--- src/ctr_pkg.sv ---
// ----------------------------------------------------------------------------
// ctr_pkg
// widths, fixed-point constants and latencies of the color temperature unit
// ----------------------------------------------------------------------------
package ctr_pkg;

    // fixed-point formats
    localparam int FRAC_W  = 30;   // Q30 fraction bits
    localparam int X_W     = 25;   // Q16 argument of the log unit (t up to 400)
    localparam int M_W     = 31;   // normalized mantissa in [1,2) Q30
    localparam int IP_W    = 4;    // integer part of log2 (0..8)
    localparam int LOG_W   = IP_W + FRAC_W;
    localparam int LN_W    = 33;
    localparam int COEF_W  = 25;
    localparam int U_W     = 31;
    localparam int SUM_W   = 32;
    localparam int Q_W     = 31;
    localparam int REM_W   = 33;
    localparam int POW_W   = 26;
    localparam int LAW_W   = 28;   // signed channel value, Q16 on 0..255 scale
    localparam int EXP_TERMS = 16;

    localparam logic [63:0] ONE16 = 64'd1 << 16;
    localparam logic [63:0] ONE30 = 64'd1 << 30;

    // decimal constants given with ten fraction digits, rounded to Qk
    localparam logic [63:0] LN2_Q30 =
        (64'd6931471806 * (64'd1 << 30) + 64'd5000000000) / 64'd10000000000;
    localparam logic [63:0] RED_C_Q16 =
        (64'd3296987274460 * (64'd1 << 16) + 64'd5000000000) / 64'd10000000000;
    localparam logic [63:0] RED_P_Q30 =
        (64'd1332047592 * (64'd1 << 30) + 64'd5000000000) / 64'd10000000000;
    localparam logic [63:0] GRN_A_Q16 =
        (64'd994708025861 * (64'd1 << 16) + 64'd5000000000) / 64'd10000000000;
    localparam logic [63:0] GRN_B_Q16 =
        (64'd1611195681661 * (64'd1 << 16) + 64'd5000000000) / 64'd10000000000;
    localparam logic [63:0] GRN_C_Q16 =
        (64'd2881221695283 * (64'd1 << 16) + 64'd5000000000) / 64'd10000000000;
    localparam logic [63:0] GRN_P_Q30 =
        (64'd755148492 * (64'd1 << 30) + 64'd5000000000) / 64'd10000000000;
    localparam logic [63:0] BLU_A_Q16 =
        (64'd1385177312231 * (64'd1 << 16) + 64'd5000000000) / 64'd10000000000;
    localparam logic [63:0] BLU_B_Q16 =
        (64'd3050447927307 * (64'd1 << 16) + 64'd5000000000) / 64'd10000000000;

    // kelvin limits and decision points
    localparam logic [15:0] K_MIN     = 16'd1000;
    localparam logic [15:0] K_MAX     = 16'd40000;
    localparam logic [15:0] K_KNEE    = 16'd6600;
    localparam logic [15:0] K_BLU_OFF = 16'd1900;

    // t = (k*65536 + 50) / 100 through a reciprocal, exact below 2^32
    localparam int          T_DIV_SH  = 38;
    localparam logic [63:0] T_DIV_MAG = ((64'd1 << T_DIV_SH) + 64'd99) / 64'd100;

    // offsets of the fit in Q16
    localparam logic [X_W-1:0] T_OFS_RG = X_W'(60 * 65536);
    localparam logic [X_W-1:0] T_OFS_B  = X_W'(10 * 65536);

    // full scale of a channel value, 255.0 in Q16
    localparam logic [23:0] V_FULL    = 24'(255 * 65536);
    localparam logic [23:0] V_HALF    = 24'(255 * 32768);
    localparam int          LVL_SH    = 32;
    localparam logic [63:0] LVL_MAG   = ((64'd1 << LVL_SH) + 64'd254) / 64'd255;

    // pipeline depths
    localparam int IN_LAT    = 1;
    localparam int LOG2_LAT  = 1 + FRAC_W;
    localparam int POW_LAT   = 2 + 2 * EXP_TERMS + (Q_W) + 1;
    localparam int LAW_LAT   = 2;
    localparam int LVL_LAT   = 2;
    localparam int LAW_DLY   = POW_LAT - LAW_LAT;
    localparam int FLG_DEPTH = IN_LAT + LOG2_LAT + POW_LAT;
    localparam int TOTAL_LAT = FLG_DEPTH + LVL_LAT;

    // per-item range decisions that ride along the pipeline
    typedef struct packed {
        logic low;     // k at or below the knee
        logic bfull;   // blue saturated
        logic bzero;   // blue off
    } ctr_flags_t;

endpackage

--- src/ctr_level.sv ---
// ----------------------------------------------------------------------------
// ctr_level
// clamps a Q16 channel value on the 0..255 scale and rounds it to a level
// ----------------------------------------------------------------------------
module ctr_level import ctr_pkg::*;
#(
    parameter int LEVEL_BITS = 8
)
(
    input  logic                    clk,
    input  logic                    en,
    input  logic signed [LAW_W-1:0] value,
    output logic [LEVEL_BITS-1:0]   level
);

    localparam logic [63:0] LEVEL_MAX = (64'd1 << LEVEL_BITS) - 64'd1;

    logic [23:0]           w_reg;
    logic [LEVEL_BITS-1:0] lvl_reg;
    logic [23:0]           v_clamp;
    logic [63:0]           n_prod;
    logic [23:0]           w_next;
    logic [63:0]           s_prod;

    // clamp, scale to the level range, drop the binary part of the divisor
    always_comb
    begin
        if (value >= $signed({4'd0, V_FULL}))
            v_clamp = V_FULL;
        else
            v_clamp = value[23:0];
        n_prod = 64'(v_clamp) * LEVEL_MAX + 64'(V_HALF);
        if (value <= $signed(LAW_W'(0)))
            w_next = '0;
        else
            w_next = n_prod[16 +: 24];
        s_prod = 64'(w_reg) * LVL_MAG;
    end

    // divide by 255 through a reciprocal
    always_ff @(posedge clk)
    begin
        if (en)
        begin
            w_reg   <= w_next;
            lvl_reg <= s_prod[LVL_SH +: LEVEL_BITS];
        end
    end

    assign level = lvl_reg;

endmodule

--- config.mk ---
export PLATFORM = sky130hd
export DESIGN_NAME = ctr_level
export DESIGN_NICKNAME = d
export VERILOG_FILES = /design/src/ctr_pkg.sv /design/src/ctr_level.sv
export SDC_FILE = /design/constraint.sdc
export NUM_CORES = 1
export LEC_CHECK = 0
export BUFFER_PORTS_ARGS = -buffer_cell sky130_fd_sc_hd__buf_2
export CORE_AREA = 2 2 113 115
export CTS_BUF_LIST = sky130_fd_sc_hd__clkbuf_4 sky130_fd_sc_hd__clkbuf_8
export DETAILED_ROUTE_END_ITERATION = 8
export DIE_AREA = 0 0 115 117
export PLACE_DENSITY = 0.82
export SYNTH_ARGS = -nofsm -noshare
export SYNTH_HDL_FRONTEND = slang
export SYNTH_SLANG_ARGS = --single-unit
--- constraint.sdc ---
create_clock -name clk -period 6.92 [get_ports clk]
set_input_delay 0.346 -clock clk [delete_from_list [all_inputs] [get_ports clk]]
set_output_delay 0.346 -clock clk [all_outputs]
set_load 0.02 [all_outputs]
==> flow_summary_export.csv, run 1 <==
group,metric,value,unit
global_route,grt_max_degree,32,
sta,min_period_over_period,0.8416,
detailed_routing,drc,0,
detailed_routing,firstDrtPassIters,5,
yosys,ys_ff_latch,25,
clock_network,cts_root_buf,"clkbuf_8",
global_route,antenna_found_initial,0,
sta,slew_headroom,0.5499,
run,drv_cap,0,
yosys,synthDistinctLibCells,50,
global_route,grt_pass1_vias,5706,
setup_path,rr_startpoint,"w_reg[9]",
place,dp_hpwl,13.87,mm
detailed_routing,initialDrtViolationCount,415,
floorplanning,ios,38,
sta,max_freq,171.7,MHz
clock_network,postCtsHoldBufs,0,
sta,slew_viol_final,0,
setup_path,slowest_delay,0.52,ns
floorplanning,die-area,13460,sq um
yosys,syn-cell-area,7786,sq um
final_layout,final_nets,1183,
sta,fin_tns_setup,0,ns
setup_path,rrSetupSlack,2.56,ns
clock_network,h-tree-depth,1,
final_layout,antenna_cells,0,
final_layout,stdcell_count,1024,
detailed_routing,wl_per_cell,15.12,um
sta,rsz0062_at_grt,"no",
clock_network,path_clk_slew,0.10,ns
setup_path,ff2ff_path_depth,15,
yosys,ys_seq_area_frac,0.09642,
yosys,syn_nets,1154,
final_layout,area_growth,4.885,%
sta,worst_slew_pin_slew,0.6581,ns
clock_network,ctsLongestPathBuffers,2,
hold_path,hold_class,"input pin to register",
floorplanning,die_h,117,um
yosys,avgSynthCellArea,9.204,sq um
setup_path,crit_chain,"buf_2 > nor3_1 > o21ai_0 > nand2b_1 > buf_4 > nand2_1 > inv_1 > fa_1 > fa_1 > fa_1 > inv_1 > fa_1 > inv_1 > ha_1 > a21oi_1 > o21ai_1 > nor2_1 > a41oi_2 > a211o_1 > a211oi_1 > nor3_1",
detailed_routing,num_vias,5889,
clock_network,cts_resized,0,
setup_path,worst_path_most_repeated_cell,"fa_1",
setup_path,setup.worst_path.end_class,"register",
place,finalWeightedCongestion,0.9509,
place,dp.cells,1020,
final_layout,largest_reg_flops,17,
setup_path,critPathKind,"input pin to register",
place,port-buffer-count,37,
floorplanning,floorplan.initialDensity,0.6324,
clock_network,cts.sinks,25,
yosys,async_reset_ff_frac,0,
hold_path,hp-start,"en",
global_route,overflow,0,
setup_path,cp_max_fo,31,
run_status,status,"completed",
sta,hold_viol,0,
setup_path,reg2reg_to,"level[2]",
floorplanning,chipWidth,115,um
setup_path,cp_data_arrival_time,5.85,ns
setup_path,crit_slowest_cell,"fa_1",
detailed_routing,ant_nets,0,
clock_network,clkLatencyLatePin,0.27,ns
global_route,grt_pass1_wl,26.01,mm
clock_network,cts_setup_buffers,0,
yosys,synth_edf_count,25,
hold_path,min_path_cells,1,
setup_path,critPathLaunchType,"input pin",
floorplanning,core.rowCount,41,
global_route,globalRouteTotalUtil,0.2431,
floorplanning,core-area,12310,sq um
detailed_routing,drt-total-wl,15.48,mm
yosys,synth_top_flop_cell,"edfxtp_1",
detailed_routing,avgViaCountPerCell,5.751,
clock_network,cts_tree,"done",
hold_path,hold_end,"level[0]",
sta,setup_violations,0,
yosys,yosys_warnings,0,
clock_network,cts_buffers,3,
yosys,syn_inst,846,
setup_path,cp.required,6.95,ns
sta,worst_clock_skew,0.003091,ns
sta,fin_crit,5.824,ns
final_layout,drive_gt1_frac,0.05492,
==> worst max-delay path: cells and delay by family <==
family / cells / cell delay, ns
simple gates: 5 / 0.99
buf+inv: 5 / 0.71
compound gates: 6 / 1.45
fa+ha+maj: 5 / 2.34
==> synthesized netlist by cell type, types with 2 or more instances <==
library cell,count,area share
a2111oi_0,2,0.0023
a211oi_1,10,0.0096
a21o_1,13,0.013
a21oi_1,41,0.026
a31oi_1,9,0.0072
and2_1,8,0.0064
and3_1,7,0.0056
clkbuf_1,13,0.0063
edfxtp_1,25,0.096
fa_1,103,0.26
ha_1,175,0.28
inv_1,189,0.091
maj3_1,5,0.0064
nand2_1,55,0.027
nand2b_1,12,0.0096
nand3_1,12,0.0077
nand4_1,12,0.0096
nand4b_1,2,0.0023
nor2_1,32,0.015
nor2b_1,3,0.0024
nor3_1,14,0.0090
nor4_1,10,0.0080
o211ai_1,3,0.0029
o21a_1,5,0.0048
o21ai_0,16,0.010
o21ai_1,8,0.0051
o21bai_1,5,0.0048
o31ai_1,4,0.0039
xnor2_1,15,0.017
xor2_1,18,0.020
==> cells by family (layout without fill, tap and decap cells) <==
group / Yosys count / after routing / synth area share
adders and majority gates: 283 / 283 / 0.5525
AOI/OAI and AO/OA: 127 / 127 / 0.1046
xor gates and xnor gates: 33 / 33 / 0.03712
and+or+nand+nor: 174 / 174 / 0.1109
buffers and inverters: 204 / 232 / 0.09850
DFF: 25 / 25 / 0.09642
==> layout by cell type, fill, tap and decap left out, types with 3 or more instances in the layout <==
cell type  count
a211oi_1      10
a21o_1        13
a21oi_1       41
a31oi_1        9
and2_1         8
and3_1         7
buf_2         37
clkbuf_8       3
edfxtp_1      25
fa_1         103
ha_1         175
inv_1        189
maj3_1         5
nand2_1       55
nand2b_1      12
nand3_1       12
nand4_1       12
nor2_1        32
nor2b_1        3
nor3_1        14
nor4_1        10
o211ai_1       3
o21a_1         5
o21ai_0       16
o21ai_1        8
o21bai_1       5
o31ai_1        4
xnor2_1       15
xor2_1        18
==> through the flow <==
step           hold WS (ns)  cell area (sq um)    util  setup slack [ns]
2_1_floorplan        0.4585               7786       -             1.268
3_3_place_gp         0.6894               8117  0.6592            0.9988
3_5_place_dp         0.6919               8117  0.6592            0.8610
4_1_cts              0.6123               8167  0.6633             1.164
5_1_grt              0.6402               8167  0.6633            0.7115
6_report             0.6065               8167  0.6633             1.096
==> worst max path at each step <==
stage | startpoint | end | slack, ns | depth (start not counted)
2_1_floorplan | value[24] | w_reg[13] | 1.27 | 21
3_3_place_gp | value[24] | w_reg[13] | 1.0 | 21
3_5_place_dp | value[24] | w_reg[13] | 0.86 | 21
4_1_cts | value[24] | w_reg[13] | 1.16 | 21
5_1_grt | value[24] | w_reg[13] | 0.71 | 21
6_report | value[24] | w_reg[13] | 1.10 | 21
==> final cells by class <==
class                           instances  area (sq um)
Fill cell                             985          4145
Sequential cell                        25         750.7
Tap cell                              150         187.7
Inverter                              189         709.4
Clock buffer                            3         41.29
Clock inverter                          1         8.758
Timing Repair Buffer                   39         200.2
Multi-Input combinational cell        617          6269
==> layer usage <==
metal	vias up	part of all wire	GRT usage
met3	24	0.042	0.01339
met2	144	0.50	0.4208
met5	-	0	0
met1	2851	0.44	0.3424
met4	0	0.017	0.05060
li1	2870	-	-
Power of run 1 is left out: the tool's default activity adds up to more than one toggle a clock period on the data nets, which glitch-free logic cannot reach.
==> run 2: changes to the inputs <==
- CORE_AREA: 2 2 113 115 -> 2 2 118 120
- DIE_AREA: 0 0 115 117 -> 0 0 120 122
- PLACE_DENSITY: 0.82 -> 0.79
- clock period: 6.92 -> 5.2 ns (I/O delays scaled with it)
==> run 2 against run 1 <==
Effect of this change: flip-flop and latch count stayed put; core utilization is 3.3 points higher; setup slack worse by 0.95 ns; critical path depth stayed put; worst hold slack worse by 0.088 ns; final cell count is 14% higher; global-route usage is 0.074 points higher; largest cell class unchanged; highest routed layer unchanged.
==> flow_summary_export.csv, run 2 (synthesis results as in run 1) <==
group,metric,value,unit
floorplanning,ios,38,
final_layout,final_nets,1300,
setup_path,rr_startpoint,"w_reg[14]",
detailed_routing,num_vias,6423,
hold_path,hold_class,"input pin to register",
final_layout,layout_common_cells,"inv_1, ha_1, buf_4",
sta,worst_clock_skew,0.001988,ns
global_route,antenna_found_initial,0,
final_layout,multi_input_comb_area,6578,sq um
place,dp_hpwl,15.60,mm
floorplanning,die_h,122,um
detailed_routing,ant_nets,0,
setup_path,reg2reg_to,"level[7]",
sta,worst_slew_pin_slew,0.7388,ns
sta,slew_viol_final,0,
final_layout,antenna_cells,0,
setup_path,ff2ff_path_depth,15,
detailed_routing,drc,0,
setup_path,rrSetupSlack,0.75,ns
detailed_routing,initialDrtViolationCount,377,
final_layout,largest_reg_flops,17,
floorplanning,die-area,14640,sq um
run,drv_cap,0,
final_layout,register_area,750.7,sq um
hold_path,min_path_cells,1,
setup_path,worst_path_most_repeated_cell,"fa_1",
place,port-buffer-count,37,
setup_path,critPathLaunchType,"input pin",
floorplanning,floorplan.initialDensity,0.5766,
clock_network,ctsLongestPathBuffers,2,
global_route,overflow,0,
clock_network,postCtsHoldBufs,0,
place,finalWeightedCongestion,0.8847,
global_route,grt_max_degree,26,
detailed_routing,firstDrtPassIters,5,
clock_network,cts_tree,"done",
setup_path,cp_data_arrival_time,5.19,ns
setup_path,setup.worst_path.end_class,"register",
setup_path,cp.required,5.33,ns
sta,min_period_over_period,0.9719,
sta,whs,0.5188,ns
detailed_routing,wl_per_cell,15.69,um
clock_network,cts_buffers,3,
setup_path,slowest_delay,0.57,ns
setup_path,cp_max_fo,7,
hold_path,hold_end,"level[6]",
clock_network,clkLatencyLatePin,0.26,ns
sta,setup_violations,0,
clock_network,cts_root_buf,"clkbuf_8",
detailed_routing,drt-total-wl,18.37,mm
final_layout,area_growth,20.79,%
clock_network,h-tree-depth,1,
clock_network,path_clk_slew,0.09,ns
setup_path,crit_slowest_cell,"fa_1",
floorplanning,core-area,13500,sq um
sta,fin_crit,5.054,ns
setup_path,crit_chain,"buf_2 > nor3_2 > o21ai_1 > nand2b_1 > buf_6 > nand2_2 > fa_1 > inv_1 > fa_1 > fa_1 > inv_1 > fa_1 > inv_1 > ha_4 > nand4_1 > nor2_2 > nand2_2 > a21oi_2 > a41oi_2 > or4b_4 > nand3_1",
final_layout,drive_gt1_frac,0.2260,
clock_network,cts.sinks,25,
floorplanning,chipWidth,120,um
final_layout,fill_cells,975,
sta,rsz0062_at_grt,"yes",
sta,max_freq,197.9,MHz
setup_path,critPathKind,"input pin to register",
floorplanning,core.rowCount,43,
hold_path,hp-start,"en",
detailed_routing,avgViaCountPerCell,5.485,
global_route,grt_pass1_wl,28.87,mm
run_status,status,"completed",
sta,hold_viol,0,
sta,slew_headroom,0.4947,
final_layout,final_common_cell,"inv_1",
global_route,globalRouteTotalUtil,0.2438,
global_route,grt_pass1_vias,6438,
==> run 2: area by class of cell <==
| class | count | share of cell area |
|---|---|---|
| multi-input combinational | 617 | 0.6993 |
| timing repair buffer | 156 | 0.1163 |
| sequential | 25 | 0.07982 |
| inverter | 189 | 0.07543 |
| tap | 180 | 0.02395 |
| clock buffer | 4 | 0.005188 |
==> run 2: worst max-delay path, delay by kind of cell <==
| kind | cells | cell delay (ns) |
|---|---|---|
| adders and majority gates | 5 | 2.39 |
| buffers and inverters | 5 | 0.49 |
| AOI/OAI and AO/OA | 3 | 0.49 |
| and+or+nand+nor | 8 | 1.56 |
==> run 2: how the worst max path moves through the flow <==
stage / start / to / slack [ns] / cells after the start
finish: value[26] / w_reg[9] / 0.15 / 21
global route: value[26] / w_reg[9] / -0.08 / 21
CTS: value[24] / w_reg[9] / 0.003 / 23
detailed placement: value[24] / w_reg[16] / -0.32 / 23
global placement: value[18] / w_reg[16] / -0.18 / 23
floorplan: value[24] / w_reg[13] / 0.02 / 20
==> run 2: stage by stage <==
stage | worst slack [ns] | utilization | cells | TNS (ns) | area (sq um)
after floorplan | 0.01803 | - | 846 | 0 | 7834
after detailed placement | -0.3208 | 0.6700 | 1165 | -1.719 | 9047
after CTS | 0.002677 | 0.6737 | 1169 | 0 | 9097
after global placement | -0.1812 | 0.6700 | 1165 | -0.3190 | 9047
final | 0.1460 | 0.6965 | 1171 | 0 | 9405
after global routing | -0.08400 | 0.6965 | 1171 | -0.4245 | 9405
==> run 2: metal layers <==
metal / GRT usage / share of wire
met1: 0.3200 / 0.41
met2: 0.4389 / 0.52
met3: 0.01311 / 0.044
met4: 0.06765 / 0.024
met5: 0 / 0
==> run 2: repair_timing <==
item | CTS | global route
endpoints found under the setup margin | 1 | 13
buffers inserted | 0 | 2
gates resized for setup | 1 | 65
pin swaps | 0 | 22
Power of run 2 is left out for the same reason.
